--- config.mk ---
export PLATFORM = sky130hd
export DESIGN_NAME = square_wave_voice_mixer
export DESIGN_NICKNAME = d
export VERILOG_FILES = /design/src/rtl/core/swvm_pkg.sv /design/src/rtl/core/square_wave_voice_mixer.sv
export SDC_FILE = /design/constraint.sdc
export NUM_CORES = 2
export LEC_CHECK = 0
export ABC_AREA = 1
export BUFFER_PORTS_ARGS = -buffer_cell sky130_fd_sc_hd__buf_4
export CORE_MARGIN = 1
export CORE_UTILIZATION = 28
export CTS_CLUSTER_SIZE = 20
export DETAILED_ROUTE_END_ITERATION = 7
export MAX_ROUTING_LAYER = met4
export PLACE_DENSITY = 0.4
export SLEW_MARGIN = 20
export SYNTH_ARGS = -nofsm -noshare
export SYNTH_HDL_FRONTEND = slang
export SYNTH_SLANG_ARGS = --single-unit
--- constraint.sdc ---
create_clock -name clock -period 6.3 [get_ports clock]
set_clock_uncertainty 0.1 [all_clocks]
set_input_delay 0.315 -clock clock [delete_from_list [all_inputs] [get_ports clock]]
set_output_delay 0.315 -clock clock [all_outputs]
set_load 0.01 [all_outputs]
--- src/rtl/core/swvm_pkg.sv ---
`default_nettype none

package swvm_pkg;

   localparam int LEVEL_W   = 21;
   localparam int DECAY_W   = 16;
   localparam int PHASE_W   = 32;
   localparam int SAMPLE_W  = 16;
   localparam int KEY_W     = 5;
   localparam int CSR_IDX_W = 2;
   localparam int AMP_SHIFT = 8;

   localparam logic [LEVEL_W-1:0] LEVEL_MAX   = 21'd2097151;
   localparam logic [LEVEL_W-1:0] PEAK_RESET  = 21'd1845494;
   localparam logic [DECAY_W-1:0] DECAY_RESET = 16'd461;

   // register indexes on the csr port
   localparam logic [CSR_IDX_W-1:0] CSR_PEAK_LEVEL = 2'd0;
   localparam logic [CSR_IDX_W-1:0] CSR_DECAY_STEP = 2'd1;

   // item kinds carried in tuser
   localparam logic OP_CONTROL = 1'b0;
   localparam logic OP_SAMPLE  = 1'b1;

   // 220 * 2^(n/12) Hz in Q16
   localparam logic [31:0] SEMITONE_Q16 [12] = '{
      32'd14417920, 32'd15275254, 32'd16183568, 32'd17145893,
      32'd18165441, 32'd19245614, 32'd20390018, 32'd21602472,
      32'd22887021, 32'd24247955, 32'd25689813, 32'd27217409
   };

   typedef enum logic [1:0] {
      ST_IDLE,
      ST_RUN,
      ST_OUT
   } state_type;

endpackage

`default_nettype wire

--- src/rtl/core/square_wave_voice_mixer.sv ---
// Square-wave voice mixer. Each item on the req channel is either a control
// tick (tuser = 0), which may press one key, or a sample request (tuser = 1),
// which returns one signed 16-bit mixed sample on the rsp channel. Voice
// level and phase live in two small memories walked by a single per-voice
// datapath, one voice per cycle: after an item is accepted req_tready stays
// low while every voice is walked, and on a sample request also until the
// sample is loaded into the output register, so a new item is only taken
// once the last one is through. A finished sample sits in the output
// register, so the next item is taken while it waits; a sample that finishes
// while the one before it is still unread holds in its last step until
// rsp_tready takes the older one. After reset every voice reads as silent at
// once through per-voice valid bits; there is no clearing pass. Registers:
// index 0 peak_level (21 bits), index 1 decay_step (16 bits); the user must
// see that they are written only while idle; the block does not enforce it.
`default_nettype none

module square_wave_voice_mixer
   import swvm_pkg::*;
#(
   parameter int VOICES      = 20,
   parameter int SAMPLE_RATE = 44100
) (
   input  wire logic                 clock,
   input  wire logic                 reset,
   // req: tdata = key_valid [0], key_index [5:1], zero pad [7:6]
   input  wire logic                 req_tvalid,
   output logic                      req_tready,
   input  wire logic [7:0]           req_tdata,
   // req: tuser = opcode [0]
   input  wire logic [0:0]           req_tuser,
   // rsp: tdata = sample_out [15:0]
   output logic                      rsp_tvalid,
   input  wire logic                 rsp_tready,
   output logic [SAMPLE_W-1:0]       rsp_tdata,
   input  wire logic                 csr_we,
   input  wire logic [CSR_IDX_W-1:0] csr_index,
   input  wire logic [LEVEL_W-1:0]   csr_wdata
);

   localparam int IDX_W = (VOICES > 1) ? $clog2(VOICES) : 1;
   localparam int CMP_W = 7;
   localparam int MIX_W = SAMPLE_W + 2;

   function automatic logic [PHASE_W-1:0] phase_inc(input int key);
      int          n;
      logic [63:0] f;
      n = key + 3;
      f = 64'(SEMITONE_Q16[n % 12]) << (n / 12);
      phase_inc = PHASE_W'((f << 16) / 64'(SAMPLE_RATE));
   endfunction

   logic [PHASE_W-1:0] inc_table [VOICES];

   for (genvar g = 0; g < VOICES; g++) begin : g_inc
      localparam logic [PHASE_W-1:0] INC = phase_inc(g);
      assign inc_table[g] = INC;
   end

   state_type state_ff, state_in;

   logic [LEVEL_W-1:0]  peak_ff, peak_in;
   logic [DECAY_W-1:0]  decay_ff, decay_in;
   logic [IDX_W-1:0]    idx_ff, idx_in;
   logic [VOICES-1:0]   valid_ff, valid_in;
   logic                op_ff, op_in;
   logic                key_valid_ff, key_valid_in;
   logic [KEY_W-1:0]    key_index_ff, key_index_in;
   logic signed [SAMPLE_W-1:0] sum_ff, sum_in;
   logic                rsp_tvalid_ff, rsp_tvalid_in;
   logic [SAMPLE_W-1:0] rsp_tdata_ff, rsp_tdata_in;
   logic [LEVEL_W-1:0]  rd_level_ff;
   logic [PHASE_W-1:0]  rd_phase_ff;

   logic [LEVEL_W-1:0]  level_mem [VOICES];
   logic [PHASE_W-1:0]  phase_mem [VOICES];

   logic                req_accept;
   logic                last_voice;
   logic                mem_we;
   logic                load_rsp;
   logic [IDX_W-1:0]    rd_addr;

   logic [LEVEL_W-1:0]  lvl;
   logic [PHASE_W-1:0]  ph;
   logic [LEVEL_W-1:0]  decay_ext;
   logic [LEVEL_W-1:0]  decayed;
   logic [LEVEL_W:0]    attack_sum;
   logic [LEVEL_W-1:0]  attack;
   logic                below_peak;
   logic                key_hit;
   logic signed [MIX_W-1:0] amp;
   logic signed [MIX_W-1:0] mix;
   logic signed [SAMPLE_W-1:0] mix_clamped;
   logic [LEVEL_W-1:0]  new_level;
   logic [PHASE_W-1:0]  new_phase;
   logic signed [SAMPLE_W-1:0] new_sum;

   assign req_accept = req_tvalid && req_tready;
   assign last_voice = (idx_ff == IDX_W'(VOICES - 1));

   // next state
   always_comb begin
      state_in = state_ff;
      unique case (state_ff)
         ST_IDLE: begin
            if (req_accept) begin
               state_in = ST_RUN;
            end
         end
         ST_RUN: begin
            if (last_voice) begin
               state_in = (op_ff == OP_SAMPLE) ? ST_OUT : ST_IDLE;
            end
         end
         ST_OUT: begin
            if (!rsp_tvalid_ff || rsp_tready) begin
               state_in = ST_IDLE;
            end
         end
         default: state_in = ST_IDLE;
      endcase
   end

   // state outputs
   always_comb begin
      req_tready = 1'b0;
      mem_we     = 1'b0;
      load_rsp   = 1'b0;
      unique case (state_ff)
         ST_IDLE: req_tready = 1'b1;
         ST_RUN:  mem_we     = 1'b1;
         ST_OUT:  load_rsp   = !rsp_tvalid_ff || rsp_tready;
         default: req_tready = 1'b0;
      endcase
   end

   // read one voice ahead of the one being updated
   always_comb begin
      if (state_ff == ST_RUN && !last_voice) begin
         rd_addr = idx_ff + IDX_W'(1);
      end else begin
         rd_addr = '0;
      end
   end

   // per-voice datapath
   always_comb begin
      lvl        = valid_ff[idx_ff] ? rd_level_ff : '0;
      ph         = valid_ff[idx_ff] ? rd_phase_ff : '0;
      decay_ext  = LEVEL_W'(decay_ff);
      decayed    = (lvl > decay_ext) ? (lvl - decay_ext) : '0;
      attack_sum = (LEVEL_W + 1)'(peak_ff) + (LEVEL_W + 1)'(decay_ff >> 1);
      attack     = attack_sum[LEVEL_W] ? LEVEL_MAX : attack_sum[LEVEL_W-1:0];
      below_peak = lvl < peak_ff;
      key_hit    = key_valid_ff && (CMP_W'(key_index_ff) == CMP_W'(idx_ff));
      amp        = MIX_W'(lvl[LEVEL_W-1:AMP_SHIFT]);
      if (!ph[PHASE_W-1]) begin
         mix = MIX_W'(sum_ff) + amp;
      end else begin
         mix = MIX_W'(sum_ff) - amp;
      end
      if (mix > MIX_W'(32767)) begin
         mix_clamped = 16'sh7fff;
      end else if (mix < -MIX_W'(32768)) begin
         mix_clamped = 16'sh8000;
      end else begin
         mix_clamped = mix[SAMPLE_W-1:0];
      end

      new_level = lvl;
      new_phase = ph;
      new_sum   = sum_ff;
      if (op_ff == OP_CONTROL) begin
         if (key_hit) begin
            if (below_peak) begin
               new_level = attack;
               new_phase = '0;
            end
         end else if (lvl != '0) begin
            new_level = decayed;
         end
      end else if (lvl != '0) begin
         new_sum   = mix_clamped;
         new_phase = ph + inc_table[idx_ff];
         if (below_peak) begin
            new_level = decayed;
         end
      end
   end

   always_comb begin
      peak_in  = peak_ff;
      decay_in = decay_ff;
      if (csr_we) begin
         unique case (csr_index)
            CSR_PEAK_LEVEL: peak_in  = csr_wdata;
            CSR_DECAY_STEP: decay_in = csr_wdata[DECAY_W-1:0];
            default: begin
               peak_in  = peak_ff;
               decay_in = decay_ff;
            end
         endcase
      end
   end

   always_comb begin
      idx_in       = idx_ff;
      valid_in     = valid_ff;
      op_in        = op_ff;
      key_valid_in = key_valid_ff;
      key_index_in = key_index_ff;
      sum_in       = sum_ff;
      if (req_accept) begin
         idx_in       = '0;
         op_in        = req_tuser[0];
         key_valid_in = req_tdata[0];
         key_index_in = req_tdata[KEY_W:1];
         sum_in       = '0;
      end
      if (mem_we) begin
         idx_in           = last_voice ? '0 : idx_ff + IDX_W'(1);
         valid_in[idx_ff] = 1'b1;
         sum_in           = new_sum;
      end
   end

   always_comb begin
      rsp_tvalid_in = rsp_tvalid_ff;
      rsp_tdata_in  = rsp_tdata_ff;
      if (load_rsp) begin
         rsp_tvalid_in = 1'b1;
         rsp_tdata_in  = sum_ff;
      end else if (rsp_tready) begin
         rsp_tvalid_in = 1'b0;
      end
   end

   always_ff @(posedge clock) begin
      if (reset) begin
         state_ff      <= ST_IDLE;
         peak_ff       <= PEAK_RESET;
         decay_ff      <= DECAY_RESET;
         idx_ff        <= '0;
         valid_ff      <= '0;
         rsp_tvalid_ff <= 1'b0;
      end else begin
         state_ff      <= state_in;
         peak_ff       <= peak_in;
         decay_ff      <= decay_in;
         idx_ff        <= idx_in;
         valid_ff      <= valid_in;
         rsp_tvalid_ff <= rsp_tvalid_in;
      end
   end

   always_ff @(posedge clock) begin
      op_ff        <= op_in;
      key_valid_ff <= key_valid_in;
      key_index_ff <= key_index_in;
      sum_ff       <= sum_in;
      rsp_tdata_ff <= rsp_tdata_in;
   end

   // voice memories
   always_ff @(posedge clock) begin
      if (mem_we) begin
         level_mem[idx_ff] <= new_level;
         phase_mem[idx_ff] <= new_phase;
      end
      rd_level_ff <= level_mem[rd_addr];
      rd_phase_ff <= phase_mem[rd_addr];
   end

   assign rsp_tvalid = rsp_tvalid_ff;
   assign rsp_tdata  = rsp_tdata_ff;

endmodule

`default_nettype wire

; Word level (Yosys, flattened, before mapping)
; Memory sizes are Yosys's and may differ from the RTL's. A register that Yosys moved wholly into a read port is not among the register bits.
; Index checks and enable logic that the tools add are counted.
[op_classes]
order_cmp = 7
bitwise = 2
n_reduce_logical = 16
n_addsub = 6
n_eq_ne = 10
muxes = 43
[ops]
columns = operator, count
row1 = 32-bit 2-to-1 mux, 7
row2 = 21-bit 2-to-1 mux, 9
row3 = 16-bit 2-to-1 mux, 6
row4 = 32-bit adder, 1
row5 = 21-bit by 15-bit adder with 22-bit output, 1
row6 = 21-bit by 16-bit > comparator with 1-bit output, 1
row7 = 21-bit < comparator, 1
row8 = 21-bit nonzero test, 1
row9 = 21-bit by 16-bit subtractor with 21-bit output, 1
row10 = 5-bit 2-to-1 mux, 4
row11 = 20-bit OR, 1
row12 = "18-bit by 16-bit > comparator with 1-bit output, second input constant", 1
row13 = "18-bit by 16-bit < comparator with 1-bit output, second input constant", 1
row14 = 18-bit 2-to-1 mux, 1
row15 = 16-bit by 14-bit adder with 17-bit output, 1
row16 = 16-bit by 14-bit subtractor with 17-bit output, 1
row17 = 1-bit 2-to-1 mux, 9
row18 = 2-bit 2-to-1 mux, 4
row19 = "2-bit != test, second input constant", 4
row20 = "6-bit greater-or-equal comparator, second input constant", 1
row21 = "5-bit by 6-bit < comparator with 1-bit output, second input constant", 1
row22 = 5-bit NOT with 6-bit output, 1
row23 = 2-bit case mux with 3 select lines, 1
row24 = 3-bit AND reduction, 2
row25 = other kinds (15), 23
[totals]
reg_bits = 104
wordCells = 98
in_bits = 37
romBits = 1024
output_inout_bits = 18
ram_bits = 1060
n_memories = 3
[mem_list]
columns = name, words, width, rd, rd_clocked_by_memory_dff, wr, line
row1 = (name not given), 32, 32, 1, 0, 0, square_wave_voice_mixer.sv:184  ; new_phase = ph + inc_table[idx_ff];
row2 = phase_mem, 20, 32, 1, 1, 1, square_wave_voice_mixer.sv:75  ; logic [PHASE_W-1:0] phase_mem [VOICES];
row3 = level_mem, 20, 21, 1, 1, 1, square_wave_voice_mixer.sv:74  ; logic [LEVEL_W-1:0] level_mem [VOICES];

; Longest topological paths before layout
[logic_depth]
depth_word = 11
ltp_mapped = 30
ltp_nobuf = 27

; Least setup slack after synthesis
; Ideal clock, no wire load.
[synth_timing]
path_kind = register to register
startpoint = register idx_ff[0]
endpoint = memory phase_mem[0][16] (data pin)
t_arrival_ns = 4.651
setup_ns = 0.372
required_ns = 5.828
stages_incl_launch_ff = 23
n_path_buf = 5
synth_period_minus_slack_ns = 5.123
path_slack_ns = 1.177
cell_sequence = dfxtp_1 buf_6 inv_2 buf_6 clkbuf_1 clkbuf_1 clkbuf_1 ha_1 nand2_1 a31oi_1 inv_1 a31oi_1 a21oi_1 ha_1 nand2_1 nor3_1 nand4_1 o211ai_1 a21boi_0 o21bai_1 xor2_1 a21oi_1 a211oi_1
[synth_between]
elab_chain_len = 7
elab_cells_between_ends = 17
classes_between = add/sub (1) / order compare (1) / eq/ne (1) / mux (10) / bitwise (1) / reduce/logical (2) / memory (1)
[synth_rtl]
columns = element, line
row1 = from (decl), square_wave_voice_mixer.sv:63  ; logic [IDX_W-1:0] idx_ff, idx_in;
row2 = from (signal assigned), square_wave_voice_mixer.sv:250  ; idx_ff <= idx_in;
row3 = 5-bit NOT with 6-bit output (not written as such) / 1-bit binary-select mux with 5-bit select (equally long branches), "square_wave_voice_mixer.sv:184, square_wave_voice_mixer.sv:148, square_wave_voice_mixer.sv:149"
row4 = memory read 32 x 32 bit / 1-bit 2-to-1 mux (equally long branches), n/a
row5 = 32-bit 2-to-1 mux (not written as such) / 21-bit 2-to-1 mux (equally long branches), "square_wave_voice_mixer.sv:184, square_wave_voice_mixer.sv:148"
row6 = 32-bit 2-to-1 mux (not written as such) / 21-bit < comparator (equally long branches), "square_wave_voice_mixer.sv:184, square_wave_voice_mixer.sv:154"
row7 = 32-bit adder / 32-bit 2-to-1 mux (equally long branches), "square_wave_voice_mixer.sv:184, square_wave_voice_mixer.sv:175"
row8 = "32-bit 2-to-1 mux, on equally long branches", "square_wave_voice_mixer.sv:182, square_wave_voice_mixer.sv:174"
row9 = 32-bit 2-to-1 mux (*), square_wave_voice_mixer.sv:173  ; if (op_ff == OP_CONTROL) begin
row10 = via new_phase[16], square_wave_voice_mixer.sv:95  ; logic [PHASE_W-1:0] new_phase;
row11 = to (decl), square_wave_voice_mixer.sv:75
; Mark *: on every way through the listed nets, which the timed path passes. The rest lies on a longest branch. The select of a mux whose other input is x is not followed.

; Final worst setup path
[layout_timing]
startpoint = register idx_ff[0]
endpoint = register sum_ff[14] (data pin)
[layout_between]
elab_chain_len = 11
elab_cells_between_ends = 14
classes_between = add/sub (2) / order compare (2) / mux (10)
[layout_rtl]
columns = element, line
row1 = 1-bit binary-select mux with 5-bit select (*), "square_wave_voice_mixer.sv:148, square_wave_voice_mixer.sv:149"
row2 = 1-bit 2-to-1 mux (not written as such) (*), "square_wave_voice_mixer.sv:148, square_wave_voice_mixer.sv:149"
row3 = 21-bit 2-to-1 mux, square_wave_voice_mixer.sv:148  ; lvl = valid_ff[idx_ff] ? rd_level_ff : '0;
row4 = 16-bit by 14-bit adder with 17-bit output / 16-bit by 14-bit subtractor with 17-bit output (equally long branches), "square_wave_voice_mixer.sv:158, square_wave_voice_mixer.sv:160"
row5 = 18-bit 2-to-1 mux (*), square_wave_voice_mixer.sv:157  ; if (!ph[PHASE_W-1]) begin
row6 = 18-bit by 16-bit < comparator with 1-bit output, square_wave_voice_mixer.sv:164  ; end else if (mix < -MIX_W'(32768)) begin
row7 = 16-bit 2-to-1 mux, square_wave_voice_mixer.sv:164
row8 = 16-bit 2-to-1 mux (*), square_wave_voice_mixer.sv:162  ; if (mix > MIX_W'(32767)) begin
row9 = 16-bit 2-to-1 mux (*), square_wave_voice_mixer.sv:182  ; end else if (lvl != '0) begin
row10 = 16-bit 2-to-1 mux (*), square_wave_voice_mixer.sv:173
row11 = 16-bit 2-to-1 mux (*), square_wave_voice_mixer.sv:220  ; if (mem_we) begin
row12 = to (signal assigned), square_wave_voice_mixer.sv:260  ; sum_ff <= sum_in;
row13 = to (decl), square_wave_voice_mixer.sv:68  ; logic signed [SAMPLE_W-1:0] sum_ff, sum_in;
; Mark *: on every way between the ends. The rest lies on a longest branch, timed or not. The select of a mux whose other input is x is not followed.
; A chain may end at the register's enable or synchronous reset.

==> out/summary.txt <==
Startpoint Class = flip-flop
WL per Instance = 23.36 um
Initial antenna violation count = 1
Cell count after synthesis = 4885
Count of final hold-check violations = 0
Slew margin rel. = 0.2642
# fillers = 18945
Most frequent CP cell = nand2_1
CP Class = reg2reg
Status = finished clean
Main synth FF type = edfxtp_1
Final min period = 5.699 ns
H-tree depth = 4
Final core occ = 0.3322
I/O pins = 55
Clock Sinks = 1217
Finished Cell Area = 62590 um2
VDD IR max = 194.5 uV
PD cells = 356.4 nW/um2
Setup_tns = 0 ns
Measured slew at the worst slew-check pin = 1.101 ns
Reg2reg setup slack = 0.60 ns
Final worst slack = 0.6015 ns
Placer Congestion = 0.8896
First-pass GRT wire length = 260800 um
CTS tree = done
Share of layout cells above drive strength 1 = 0.1059
Via count = 37504
Worst path slowest cell = dfxtp_1
DRC = 0
Ys async rst share = 0
Synth unique cells = 57
Max Freq = 0.1755 GHz
HP Class = in2reg
Post-synth EDFFs = 1099
Die Y-Extent = 438.5 um
Core box area = 188400 um2
Vias per cell = 4.924
Post-synth net total = 5030
Maxcap violations = 0
CP startpoint = idx_ff[0]
Detailed Routing Iterations Pass 1 = 6
Drt total wl = 177900 um
Root Buffer = clkbuf_16
Dpl hpwl = 99880 um
Crit path DAT = 6.10 ns
Syn-to-layout area delta = 17.35%
Crit end category = flip-flop
Postcts setup bufs = 0
Reg clk slew, reported paths = 0.06 ns
R2r startpoint = idx_ff[0]
Crit-path max FO = 35
Mapped cell area = 53340 um2
Die area = 192200 um2
Placed Instance Area = 57570 um2
Rows = 159
Worst-Skew Late Latency = 0.77 ns
GRT Residual Overflow = 0
CP required = 6.70 ns
YS warnings = 0
Leakage = 22.71 nW
Fin nets = 5144
Largest net degree at the start of global routing = 144
R2r worst-path depth = 24
I/O Buffers = 52
Initial DRC count = 2824
Post-synthesis average cell area = 10.92 um2
Register area = 35360 um2
CP peak stage delay = 0.75 ns
Sequence of cells on the critical path = inv_8 -> o211ai_1 -> nand2_1 -> nand2_1 -> nand3_4 -> buf_4 -> nand2_1 -> inv_1 -> buf_4 -> o21ai_0 -> fa_1 -> nand3_1 -> nand2_1 -> a21oi_1 -> o21bai_1 -> nand2_1 -> a21oi_1 -> a31oi_1 -> o21ai_0 -> nand3_1 -> nand2_1 -> nand2_1 -> nand2_1 -> a21oi_1
Area of the multi-input gates = 16270 um2
RSZ-0062 raised after global routing = false
Pwr Total = 22.31 mW
Post-Place Worst Slack = 0.6232 ns
CTS max path bufs = 3
Register area share after synthesis = 0.6630
Number of global-route vias before repair = 37122
Final ANT Viol Nets = 0
Final setup viols = 0
End of the worst register-to-register path = sum_ff[14]
Die Wd = 438.5 um
Worst setup endpoint = sum_ff[14]
Tcrit/Tclk final = 0.9045
#FFs+latches synth = 1217
Slew Viols, Final = 0
CTS Buf Count = 142
GRT Resource Usage Total = 0.1885
Initial core utilization = 0.2831
-- cells in the mapped netlist (7+ instances only) --
cell | instances | area (um2)
o21ai_0 | 300 | 1501
edfxtp_1 | 1099 | 33000
xnor2_1 | 20 | 175.2
a21oi_1 | 400 | 2002
ha_1 | 104 | 1301
nor2_1 | 279 | 1047
o211ai_1 | 27 | 202.7
dfxtp_1 | 118 | 2362
buf_4 | 7 | 52.55
o22ai_1 | 269 | 1683
buf_1 | 16 | 60.06
nand3_1 | 183 | 915.9
clkbuf_1 | 195 | 732.0
a31oi_1 | 63 | 394.1
nand4_1 | 24 | 150.1
o31ai_1 | 15 | 112.6
nor4_1 | 7 | 43.79
inv_2 | 22 | 82.58
inv_1 | 212 | 795.8
a211oi_1 | 10 | 75.07
nor3_1 | 15 | 75.07
nand2_1 | 1222 | 4587
xor2_1 | 57 | 499.2
or2_2 | 56 | 350.3
o21a_1 | 8 | 60.06
buf_2 | 46 | 230.2
o21ai_1 | 36 | 180.2
-- layout make-up --
type                       count  area share
clock inverter                66    0.009675
inverter                     238     0.01483
sequential                  1217      0.5650
clock buffer                 199     0.06383
timing repair buffer         238     0.03674
tap                         2495     0.04988
antenna                        1  0.00003998
multi-input combinational   3162      0.2600
-- sequential cells by signal, summed over array words and instances (netlist names) --
signal and count:
decay_ff 16, rsp_tvalid 1, key_index_ff 5, level_mem 420, key_valid_ff 1, sum_ff 16
op_ff 1, rd_level_ff 21, state_ff 2, peak_ff 21, phase_mem 640, valid_ff 20
idx_ff 5, rsp_tdata 16, rd_phase_ff 32
-- timing repair --
action                    CTS  global route
hold endpoints to repair   72             0
hold buffers               41             0
resized for setup           0             0
-- how the worst min path moves through the flow --
stage	cells past startpoint	start	end
detailed placement	2	valid_ff[11]	valid_ff[11]
CTS	6	csr_index[1]	peak_ff[7]
global route	5	csr_we	peak_ff[13]
finish	6	csr_index[1]	peak_ff[7]
global placement	2	valid_ff[3]	valid_ff[3]
floorplan	0	req_tdata[1]	key_index_ff[0]
-- where the power goes --
part | switching, mW | internal [mW]
combinational | 2.93 | 1.18
clock | 3.38 | 4.77
sequential | 0.135 | 9.91
total | 6.44 | 15.9
-- cell usage in the layout, fill, tap and decap left out, drive strengths merged, types with 5 or more instances in the layout --
cell         count
nor2           288
a31oi           63
bufinv           8
nor4             7
nand3b           7
o21ai          338
dlygate4sd3     41
inv            240
clkbuf         199
nand2         1228
a211oi          10
a21oi          401
nor3            17
o211ai          27
o31ai           16
clkinv          55
nand3          185
buf            197
o21a             8
xor2            57
or2             57
dfxtp          118
o22ai          269
nand4           24
o221ai           6
xnor2           20
a21o             5
edfxtp        1099
ha             104
-- layer usage --
| metal | up-vias | share of wire | track usage |
|---|---|---|---|
| met5 | - | 0 | - |
| met4 | 0 | 0.016 | 0.03711 |
| met3 | 216 | 0.034 | 0.02234 |
| li1 | 17682 | - | - |
| met2 | 699 | 0.47 | 0.3032 |
| met1 | 18907 | 0.48 | 0.2560 |
-- through the flow --
| stage | cells | hold WS (ns) |
|---|---|---|
| detailed placement | 7309 | 0.3584 |
| global placement | 7304 | 0.3508 |
| CTS | 7615 | 0.01530 |
| global route | 7615 | 0.07899 |
| finish | 7616 | 0.07708 |
| floorplan | 4885 | 0.3139 |
-- cells by family (layout without fill, tap and decap cells) --
group | count (synthesis) | in the layout | share of synthesized area
adders and majority gates | 108 | 108 | 0.02590
other | 0 | 1 | 0
AOI/OAI and AO/OA | 1161 | 1161 | 0.1216
DFF | 1217 | 1217 | 0.6630
xor gates and xnor gates | 77 | 77 | 0.01264
and+or+nand+nor | 1816 | 1816 | 0.1390
buffers and inverters | 506 | 741 | 0.03779
-- worst max-delay path: cells and delay by family (launching register included) --
kind	cells	cell delay [ns]
adders and majority gates	1	0.35
and+or+nand+nor	11	1.37
DFF	1	0.75
AOI/OAI and AO/OA	8	2.04
buffers and inverters	4	0.81
Note: power is estimated with default switching activity, not from simulation.
